===== src/design/tidl_pkg.sv =====
// Shared types and constants for the tty input line discipline.
package tidl_pkg;

   localparam int BYTE_W   = 8;
   localparam int ROOM_W   = 9;
   localparam int ACTION_W = 2;
   localparam int CSR_IDX_W  = 2;
   localparam int CSR_DATA_W = 1;

   // Characters handled by the receive translation
   localparam logic [BYTE_W-1:0] CH_CR = 8'h0D;
   localparam logic [BYTE_W-1:0] CH_NL = 8'h0A;

   // Action codes on the request word
   localparam logic [ACTION_W-1:0] ACT_RECEIVE = 2'd0;
   localparam logic [ACTION_W-1:0] ACT_READ    = 2'd1;
   localparam logic [ACTION_W-1:0] ACT_CLEAR   = 2'd2;

   // Configuration register indexes
   localparam logic [CSR_IDX_W-1:0] CSR_IGNORE_CR = 2'd0;
   localparam logic [CSR_IDX_W-1:0] CSR_CR_TO_NL  = 2'd1;
   localparam logic [CSR_IDX_W-1:0] CSR_NL_TO_CR  = 2'd2;

   // Command queue depth between front and back
   localparam int CMDQ_DEPTH = 2;

   typedef enum logic [1:0] {
      OP_RECEIVE,
      OP_READ,
      OP_CLEAR,
      OP_NONE
   } op_type;

   // Classified command handed from front to back
   typedef struct packed {
      op_type            op;
      logic [BYTE_W-1:0] data;   // translated byte
      logic              store;  // 0 for an ignored carriage return
      logic              last;   // final byte of a driver batch
   } cmd_type;

endpackage


===== src/design/tidl_front.sv =====
// Front end: accepts request words, holds the config, translates and classifies.
module tidl_front (
   input  logic                              clock,
   input  logic                              reset,
   input  logic                              req_valid,
   output logic                              req_stall,
   input  logic [tidl_pkg::ACTION_W-1:0]     req_action,
   input  logic [tidl_pkg::BYTE_W-1:0]       req_rx_byte,
   input  logic                              req_batch_last,
   input  logic                              csr_write,
   input  logic [tidl_pkg::CSR_IDX_W-1:0]    csr_index,
   input  logic [tidl_pkg::CSR_DATA_W-1:0]   csr_data,
   output logic                              push,
   output tidl_pkg::cmd_type                 push_cmd,
   input  logic                              q_full
);
   import tidl_pkg::*;

   logic    ignore_cr_ff, ignore_cr_in;
   logic    cr_to_nl_ff, cr_to_nl_in;
   logic    nl_to_cr_ff, nl_to_cr_in;
   logic    valid_ff, valid_in;
   cmd_type cmd_ff, cmd_in;
   logic    accept;

   // Stage stalls only when it holds a word the queue cannot take
   assign req_stall = valid_ff && q_full;
   assign accept    = req_valid && !req_stall;
   assign push      = valid_ff && !q_full;
   assign push_cmd  = cmd_ff;

   // Config writes
   always_comb begin
      ignore_cr_in = ignore_cr_ff;
      cr_to_nl_in  = cr_to_nl_ff;
      nl_to_cr_in  = nl_to_cr_ff;
      if (csr_write) begin
         unique case (csr_index)
            CSR_IGNORE_CR: ignore_cr_in = csr_data[0];
            CSR_CR_TO_NL:  cr_to_nl_in  = csr_data[0];
            CSR_NL_TO_CR:  nl_to_cr_in  = csr_data[0];
            default: ;
         endcase
      end
   end

   // Classify and translate the incoming word
   always_comb begin
      cmd_in.data  = req_rx_byte;
      cmd_in.store = 1'b1;
      cmd_in.last  = req_batch_last;
      if (req_rx_byte == CH_CR) begin
         if (ignore_cr_ff) begin
            cmd_in.store = 1'b0;
         end else if (cr_to_nl_ff) begin
            cmd_in.data = CH_NL;
         end
      end else if (req_rx_byte == CH_NL && nl_to_cr_ff) begin
         cmd_in.data = CH_CR;
      end
      unique case (req_action)
         ACT_RECEIVE: cmd_in.op = OP_RECEIVE;
         ACT_READ:    cmd_in.op = OP_READ;
         ACT_CLEAR:   cmd_in.op = OP_CLEAR;
         default:     cmd_in.op = OP_NONE;
      endcase
   end

   assign valid_in = accept || (valid_ff && !push);

   always_ff @(posedge clock) begin
      if (reset) begin
         ignore_cr_ff <= 1'b0;
         cr_to_nl_ff  <= 1'b0;
         nl_to_cr_ff  <= 1'b0;
         valid_ff     <= 1'b0;
      end else begin
         ignore_cr_ff <= ignore_cr_in;
         cr_to_nl_ff  <= cr_to_nl_in;
         nl_to_cr_ff  <= nl_to_cr_in;
         valid_ff     <= valid_in;
      end
      if (accept) begin
         cmd_ff <= cmd_in;
      end
   end

endmodule


===== src/design/tidl_cmdq.sv =====
// Short command queue decoupling the front end from the back end.
module tidl_cmdq (
   input  logic              clock,
   input  logic              reset,
   input  logic              push,
   input  tidl_pkg::cmd_type push_cmd,
   output logic              full,
   input  logic              pop,
   output tidl_pkg::cmd_type pop_cmd,
   output logic              empty
);
   import tidl_pkg::*;

   localparam int PW = $clog2(CMDQ_DEPTH);
   localparam int CW = $clog2(CMDQ_DEPTH + 1);

   cmd_type         entries_ff [CMDQ_DEPTH];
   logic [PW-1:0]   wr_ptr_ff, wr_ptr_in;
   logic [PW-1:0]   rd_ptr_ff, rd_ptr_in;
   logic [CW-1:0]   count_ff, count_in;

   assign full    = (count_ff == CW'(CMDQ_DEPTH));
   assign empty   = (count_ff == '0);
   assign pop_cmd = entries_ff[rd_ptr_ff];

   // Pointer and count update
   always_comb begin
      wr_ptr_in = wr_ptr_ff;
      rd_ptr_in = rd_ptr_ff;
      count_in  = count_ff;
      if (push) begin
         wr_ptr_in = (wr_ptr_ff == PW'(CMDQ_DEPTH - 1)) ? '0 : wr_ptr_ff + 1'b1;
      end
      if (pop) begin
         rd_ptr_in = (rd_ptr_ff == PW'(CMDQ_DEPTH - 1)) ? '0 : rd_ptr_ff + 1'b1;
      end
      if (push && !pop) begin
         count_in = count_ff + CW'(1);
      end else if (pop && !push) begin
         count_in = count_ff - CW'(1);
      end
   end

   always_ff @(posedge clock) begin
      if (reset) begin
         wr_ptr_ff <= '0;
         rd_ptr_ff <= '0;
         count_ff  <= '0;
      end else begin
         wr_ptr_ff <= wr_ptr_in;
         rd_ptr_ff <= rd_ptr_in;
         count_ff  <= count_in;
      end
      if (push) begin
         entries_ff[wr_ptr_ff] <= push_cmd;
      end
   end

`ifndef SYNTH
   // Front never pushes into a full queue
   a_no_overflow: assert property (@(posedge clock) disable iff (reset)
      push |-> !full)
      else $error("cmdq push while full");

   // Back never pops an empty queue
   a_no_underflow: assert property (@(posedge clock) disable iff (reset)
      pop |-> !empty)
      else $error("cmdq pop while empty");

   // Count tracks the pointers
   a_count_ptrs: assert property (@(posedge clock) disable iff (reset)
      (count_ff == '0 || count_ff == CW'(CMDQ_DEPTH)) |-> wr_ptr_ff == rd_ptr_ff)
      else $error("cmdq count and pointers disagree");
`endif

endmodule


===== src/design/tidl_back.sv =====
// Back end: character FIFO storage, batch drop logic and result register.
module tidl_back #(
   parameter int FIFO_DEPTH = 256
) (
   input  logic                         clock,
   input  logic                         reset,
   input  logic                         q_empty,
   input  tidl_pkg::cmd_type            cmd,
   output logic                         pop,
   output logic                         rsp_valid,
   input  logic                         rsp_stall,
   output logic [tidl_pkg::BYTE_W-1:0]  rsp_read_byte,
   output logic                         rsp_read_valid,
   output logic                         rsp_bell,
   output logic [tidl_pkg::ROOM_W-1:0]  rsp_free_room
);
   import tidl_pkg::*;

   localparam int IW = $clog2(FIFO_DEPTH);
   localparam int CW = $clog2(FIFO_DEPTH + 1);

   typedef enum logic {
      S_IDLE,
      S_READ
   } state_type;

   state_type           state_ff, state_in;
   logic [IW-1:0]       head_ff, head_in;
   logic [IW-1:0]       tail_ff, tail_in;
   logic [CW-1:0]       fill_ff, fill_in;
   logic                drop_ff, drop_in;
   logic                rsp_valid_ff, rsp_valid_in;
   logic [BYTE_W-1:0]   rsp_byte_ff, rsp_byte_in;
   logic                rsp_rvalid_ff, rsp_rvalid_in;
   logic                rsp_bell_ff, rsp_bell_in;
   logic [ROOM_W-1:0]   rsp_room_ff, rsp_room_in;
   logic                rsp_load;
   logic                out_free;
   logic                fifo_full;
   logic                wr_en;
   logic                rd_en;
   logic [BYTE_W-1:0]   rd_data_ff;
   logic [CW+ROOM_W-1:0] room_wide;
   logic [BYTE_W-1:0]   mem [FIFO_DEPTH];

   assign out_free  = !rsp_valid_ff || !rsp_stall;
   assign fifo_full = (fill_ff == CW'(FIFO_DEPTH));

   // Free room after the step, kept to the low result bits
   assign room_wide = (CW+ROOM_W)'(FIFO_DEPTH) - (CW+ROOM_W)'(fill_in);

   // Command execution
   always_comb begin
      state_in      = state_ff;
      head_in       = head_ff;
      tail_in       = tail_ff;
      fill_in       = fill_ff;
      drop_in       = drop_ff;
      rsp_valid_in  = rsp_valid_ff && rsp_stall;
      rsp_byte_in   = '0;
      rsp_rvalid_in = 1'b0;
      rsp_bell_in   = 1'b0;
      rsp_load      = 1'b0;
      pop           = 1'b0;
      wr_en         = 1'b0;
      rd_en         = 1'b0;
      unique case (state_ff)
         S_IDLE: begin
            if (!q_empty && out_free) begin
               pop = 1'b1;
               case (cmd.op)
                  OP_RECEIVE: begin
                     rsp_load = 1'b1;
                     if (drop_ff) begin
                        if (cmd.last) begin
                           drop_in = 1'b0;
                        end
                     end else if (fifo_full) begin
                        rsp_bell_in = 1'b1;
                        drop_in     = !cmd.last;
                     end else if (cmd.store) begin
                        wr_en   = 1'b1;
                        tail_in = (tail_ff == IW'(FIFO_DEPTH - 1)) ? '0 : tail_ff + 1'b1;
                        fill_in = fill_ff + CW'(1);
                     end
                  end
                  OP_READ: begin
                     if (fill_ff != '0) begin
                        rd_en    = 1'b1;
                        head_in  = (head_ff == IW'(FIFO_DEPTH - 1)) ? '0 : head_ff + 1'b1;
                        fill_in  = fill_ff - CW'(1);
                        state_in = S_READ;
                     end else begin
                        rsp_load = 1'b1;
                     end
                  end
                  OP_CLEAR: begin
                     rsp_load = 1'b1;
                     head_in  = '0;
                     tail_in  = '0;
                     fill_in  = '0;
                  end
                  default: begin
                     rsp_load = 1'b1;
                  end
               endcase
            end
         end
         S_READ: begin
            // popped byte is in the read data register
            if (out_free) begin
               rsp_load      = 1'b1;
               rsp_byte_in   = rd_data_ff;
               rsp_rvalid_in = 1'b1;
               state_in      = S_IDLE;
            end
         end
         default: state_in = S_IDLE;
      endcase
      rsp_room_in = room_wide[ROOM_W-1:0];
      if (rsp_load) begin
         rsp_valid_in = 1'b1;
      end
   end

   // State and result register
   always_ff @(posedge clock) begin
      if (reset) begin
         state_ff     <= S_IDLE;
         head_ff      <= '0;
         tail_ff      <= '0;
         fill_ff      <= '0;
         drop_ff      <= 1'b0;
         rsp_valid_ff <= 1'b0;
      end else begin
         state_ff     <= state_in;
         head_ff      <= head_in;
         tail_ff      <= tail_in;
         fill_ff      <= fill_in;
         drop_ff      <= drop_in;
         rsp_valid_ff <= rsp_valid_in;
      end
      if (rsp_load) begin
         rsp_byte_ff   <= rsp_byte_in;
         rsp_rvalid_ff <= rsp_rvalid_in;
         rsp_bell_ff   <= rsp_bell_in;
         rsp_room_ff   <= rsp_room_in;
      end
   end

   // Character store: one write port, one registered read port
   always_ff @(posedge clock) begin
      if (wr_en) begin
         mem[tail_ff] <= cmd.data;
      end
   end

   always_ff @(posedge clock) begin
      if (rd_en) begin
         rd_data_ff <= mem[head_ff];
      end
   end

   assign rsp_valid      = rsp_valid_ff;
   assign rsp_read_byte  = rsp_byte_ff;
   assign rsp_read_valid = rsp_rvalid_ff;
   assign rsp_bell       = rsp_bell_ff;
   assign rsp_free_room  = rsp_room_ff;

`ifndef SYNTH
   // Fill count stays within the store
   a_fill_range: assert property (@(posedge clock) disable iff (reset)
      fill_ff <= CW'(FIFO_DEPTH))
      else $error("fill count beyond depth");

   // Empty or full FIFO has head and tail together
   a_ptr_agree: assert property (@(posedge clock) disable iff (reset)
      (fill_ff == '0 || fifo_full) |-> head_ff == tail_ff)
      else $error("head and tail disagree with fill count");

   // No new command while a popped byte waits for the result register
   a_read_hold: assert property (@(posedge clock) disable iff (reset)
      state_ff == S_READ |-> !pop)
      else $error("command popped during read completion");
`endif

endmodule


===== src/design/tty_input_line_discipline_unit.sv =====
// Receive-side tty line discipline: input FIFO with CR/NL translation.
// An accepted request passes the front-end register, the command queue and the result
// register; a read that pops a byte also passes the store's registered read port. One
// word per cycle while no stall holds the flow; a read that pops a byte holds the back
// end in its read state. Reset clears config, pointers, fill count, drop flag and
// queues; the character store is not cleared and needs no clearing pass.
module tty_input_line_discipline_unit #(
   parameter int FIFO_DEPTH = 256
) (
   input  logic                              clock,
   input  logic                              reset,
   input  logic                              req_valid,
   output logic                              req_stall,
   input  logic [tidl_pkg::ACTION_W-1:0]     req_action,
   input  logic [tidl_pkg::BYTE_W-1:0]       req_rx_byte,
   input  logic                              req_batch_last,
   output logic                              rsp_valid,
   input  logic                              rsp_stall,
   output logic [tidl_pkg::BYTE_W-1:0]       rsp_read_byte,
   output logic                              rsp_read_valid,
   output logic                              rsp_bell,
   output logic [tidl_pkg::ROOM_W-1:0]       rsp_free_room,
   input  logic                              csr_write,
   input  logic [tidl_pkg::CSR_IDX_W-1:0]    csr_index,
   input  logic [tidl_pkg::CSR_DATA_W-1:0]   csr_data
);
   import tidl_pkg::*;

   logic    push;
   cmd_type push_cmd;
   logic    q_full;
   logic    q_empty;
   logic    pop;
   cmd_type pop_cmd;

   tidl_front u_front (
      .clock          (clock),
      .reset          (reset),
      .req_valid      (req_valid),
      .req_stall      (req_stall),
      .req_action     (req_action),
      .req_rx_byte    (req_rx_byte),
      .req_batch_last (req_batch_last),
      .csr_write      (csr_write),
      .csr_index      (csr_index),
      .csr_data       (csr_data),
      .push           (push),
      .push_cmd       (push_cmd),
      .q_full         (q_full)
   );

   tidl_cmdq u_cmdq (
      .clock    (clock),
      .reset    (reset),
      .push     (push),
      .push_cmd (push_cmd),
      .full     (q_full),
      .pop      (pop),
      .pop_cmd  (pop_cmd),
      .empty    (q_empty)
   );

   tidl_back #(
      .FIFO_DEPTH (FIFO_DEPTH)
   ) u_back (
      .clock          (clock),
      .reset          (reset),
      .q_empty        (q_empty),
      .cmd            (pop_cmd),
      .pop            (pop),
      .rsp_valid      (rsp_valid),
      .rsp_stall      (rsp_stall),
      .rsp_read_byte  (rsp_read_byte),
      .rsp_read_valid (rsp_read_valid),
      .rsp_bell       (rsp_bell),
      .rsp_free_room  (rsp_free_room)
   );

endmodule


===== config.mk =====
export PLATFORM = sky130hd
export DESIGN_NAME = tty_input_line_discipline_unit
export DESIGN_NICKNAME = d
export VERILOG_FILES = /design/src/design/tidl_pkg.sv /design/src/design/tidl_front.sv /design/src/design/tidl_cmdq.sv /design/src/design/tidl_back.sv /design/src/design/tty_input_line_discipline_unit.sv
export SDC_FILE = /design/constraint.sdc
export NUM_CORES = 2
export LEC_CHECK = 0
export CAP_MARGIN = 20
export CORE_ASPECT_RATIO = 0.75
export CORE_UTILIZATION = 57
export DETAILED_ROUTE_END_ITERATION = 16
export DONT_BUFFER_PORTS = 1
export PLACE_DENSITY_LB_ADDON = 0.25
export SETUP_SLACK_MARGIN = 0.5
export SLEW_MARGIN = 20
export SYNTH_ARGS = -nofsm -noshare
export SYNTH_HDL_FRONTEND = slang
export SYNTH_HIERARCHICAL = 1
export SYNTH_SLANG_ARGS = --single-unit

===== constraint.sdc =====
create_clock -name clock -period 3.8 [get_ports clock]
set_clock_uncertainty 0.1 [all_clocks]
set_input_delay 0.19 -clock clock [delete_from_list [all_inputs] [get_ports clock]]
set_output_delay 0.19 -clock clock [all_outputs]
set_load 0.01 [all_outputs]

==> results by group <==
Outcome
  • Run status: finished, final reports clean

Global routing
  • GR Overflow Total: 0
  • Largest net degree at the start of global routing: 159
  • Vias in the first global route: 45.1k
  • First-pass GRT wire length: 330000 um
  • Antenna violations before repair: 8
  • GRT Util Overall: 31.3%

Die
  • Site Rows: 121
  • Number of top-level pins: 40
  • Initial Utilization: 57.8%
  • Horiz. Die Dim: 446 um
  • Die Ht: 335 um
  • Core footprint: 0.146 sq mm
  • DIE AREA: 0.149 sq mm

Yosys
  • Mean area per synthesized cell: 19.6 sq um
  • Area leader, netlist: edfxtp_1
  • Cell variety after synth: 82
  • Synth Register Bits: 2148
  • Top cells by count, synth: 2111 x edfxtp_1, 416 x mux4_2, 361 x nor2_1
  • Sequential fraction of the synthesis area: 76.1%
  • Cell area after synthesis: 0.0843 sq mm
  • Ys flop type: edfxtp_1
  • Synth top area share: 75.2%
  • Cells after Synth: 4310
  • FFs w/ async S/R, synth: 0%
  • Yosys Warn Count: 6
  • Top-count cell post-synth: edfxtp_1
  • Syn_nets: 4343
  • Synth area leaders: edfxtp_1 75%, mux4_2 11%, mux2i_1 2.6%, nor2_1 1.6%, dfxtp_1 0.88%
  • Number of synthesized flops with an enable pin: 2111

Critical path
  • Worst Path Required: 4430 ps
  • Setup crit end kind: flop
  • Worst-path fanout max: 10
  • Startpoint Class: flop
  • Worst Path Arrival: 4130 ps
  • Setup CP Type: flop to flop

Pwr
  • Combinational power share: 16.3%
  • Clk pwr share: 34.0%
  • Switch share: 25.8%
  • Pwr Density: 583 mW/mm^2
  • Leakage Power: 30.2 nW
  • Sequential fraction of design power: 49.7%
  • P_int: 42.4 mW
  • Worst-case vdd ir drop: 706 uV
  • Switching power: 14.7 mW

Layout
  • Area Growth Syn to Fin: 16.1%
  • Register area: 0.0641 sq mm
  • Post-layout nets: 4786
  • Area of the multi-input gates: 0.0201 sq mm
  • Fillers: 9352
  • Share of cells above drive strength 1: 28.8%
  • Post-layout util: 67.1%

STA
  • RSZ-0062 raised after global routing: true
  • Final hold slack: 60.7 ps
  • Slew @ Worst Pin: 1270 ps
  • Max-slew violations: 0
  • Relative slew slack: 14.9%
  • Tcrit/Tclk final: 92.2%
  • Final hold viol count: 0
  • Min Tclk post-route: 3500 ps
  • Final setup vio count: 0
  • Fmax: 286 MHz

Placement
  • GP Congestion: 0.971
  • Port bufs: 0
  • Post-DP HPWL: 147000 um

Detailed routing
  • WL per Instance: 34.0 um
  • Number of vias per cell: 6.81
  • Post-route ant nets: 0
  • Total number of vias: 46.9k
  • Drt pass-1 iters: 8
  • Drt total wl: 234000 um
  • DRT iter0 DRCs: 7422
  • Drc violations: 0

CTS
  • Clk Latency, worst-skew pair: 860 ps
  • CTS Sinks: 2148
  • Clock transition at path regs: 70 ps
  • Max Buffers Root-to-Sink: 3
  • Root Buffer: clkbuf_16
  • H-tree Lvls: 4
  • CTS tree: built
  • CTS buffer count: 192

Hold path
  • Worst Hold Class: input port to flop

Job
  • Maxcap violations: 0
## flip-flops by register name, summed over array words and instances (netlist names), 2 cells and up, named ones only
name / count
u_back/rd_data_ff: 8
u_back/mem: 2048
u_front/push_cmd: 12
u_cmdq/entries_ff: 24
u_back/rsp_free_room: 9
u_back/tail_ff: 8
u_cmdq/count_ff: 2
u_back/head_ff: 8
u_back/fill_ff: 9
u_back/rsp_read_byte: 8
## through the flow
step / cells / worst slack, ps / cell area, sq um / power [mW] / TNS (ps)
floorplan: 4310 / 355 / 84800 / 34.3 / 0
CTS: 6851 / 500 / 97000 / 56.8 / 0
global placement: 6452 / -4.21 / 90100 / 37.3 / -4.21
detailed placement: 6452 / 28.7 / 90100 / 37.5 / 0
finish: 6879 / 298 / 97900 / 57.1 / 0
global route: 6878 / 395 / 97900 / 58.5 / 0
## cells by family after synthesis
kind of cell               share of synthesized area, %
DFF                                                76.1
and+or+nand+nor                                    3.59
muxes                                              14.1
AOI/OAI and AO/OA                                  4.29
buffers and inverters                              1.65
adders and majority gates                         0.208
xor gates and xnor gates                          0.114
## metal layers
| metal | GRT usage (%) | vias up | wire, um |
|---|---|---|---|
| met5 | 0.745 | - | 214 |
| met4 | 10.8 | 10 | 8730 |
| met3 | 10.7 | 549 | 35700 |
| met2 | 44.0 | 3438 | 101000 |
| met1 | 46.1 | 24200 | 88600 |
| li1 | - | 18600 | - |
## placed cells by master, fill, tap and decap left out, drive strengths merged, types with 13 or more instances in the layout
master	synthesis	routed
a22oi	77	77
buf	126	470
a31oi	15	15
a211oi	22	22
mux2i	222	222
ha	14	14
nor2b	21	21
nand2b	21	21
o31ai	16	16
edfxtp	2111	2111
a21oi	107	107
nand2	115	115
nor4	14	14
nand3	31	31
dlygate4sd3	1	33
o211ai	13	13
o22ai	30	30
a221oi	49	49
nor2	361	361
and3	13	13
dfxtp	37	37
inv	25	34
bufinv	0	19
a221o	28	28
mux2	26	26
mux4	416	416
nor3	42	42
o21ai	67	67
clkinv	2	90
clkbuf	135	236
## final cells by class
class | count | area share, %
flip-flops and latches | 2148 | 65.5
diodes | 1 | 0.00256
well taps | 1968 | 2.52
repair buffers | 511 | 4.94
multi-input cells | 1873 | 20.5
clock buffers | 230 | 5.14
inverters | 27 | 0.107
clock inverters | 121 | 1.24
## worst max-delay path, stage by stage (launching register included)
cell and delay [ps]:
dfxtp_2 440, inv_1 400, nand2_1 620, buf_4 360, nor3_1 730, nor3_1 220, a21oi_1 340, a21o_1 160
## final timing paths
check | depth (start not counted) | to | startpoint | slack [ps]
worst max-delay path | 7 | u_back/rd_data_ff[0]$_DFFE_PP_ | u_back/head_ff[5]$_SDFFE_PP0P_ | 300
worst min register to register | 0 | u_cmdq/entries_ff[0][10]$_DFFE_PP_ | u_front/push_cmd[10]$_DFFE_PP_ | 340
worst max register to register | 7 | u_back/rd_data_ff[0]$_DFFE_PP_ | u_back/head_ff[5]$_SDFFE_PP0P_ | 300
worst min-delay path | 3 | u_front/cr_to_nl_ff$_SDFFE_PP0P_ | csr_data | 60
## power groups by stage
stage          Clock, mW  Combinational, mW  Sequential, mW
2_1_floorplan          0               5.29            29.0
5_1_grt             20.5               9.70            28.3
3_5_place_dp           0               8.63            28.9
3_3_place_gp           0               8.45            28.9
4_1_cts             19.6               8.86            28.3
6_report            19.4               9.30            28.3
## repair_timing
item                                    CTS  global route
setup buffers                            12            20
gates resized for setup                  37           106
endpoints found under the setup margin  628          1068
hold endpoints to repair                 73             0
hold buffers                             34             0
cloned                                    2             6
pin swaps                                 3             7
(Power assumes the default switching activity.)
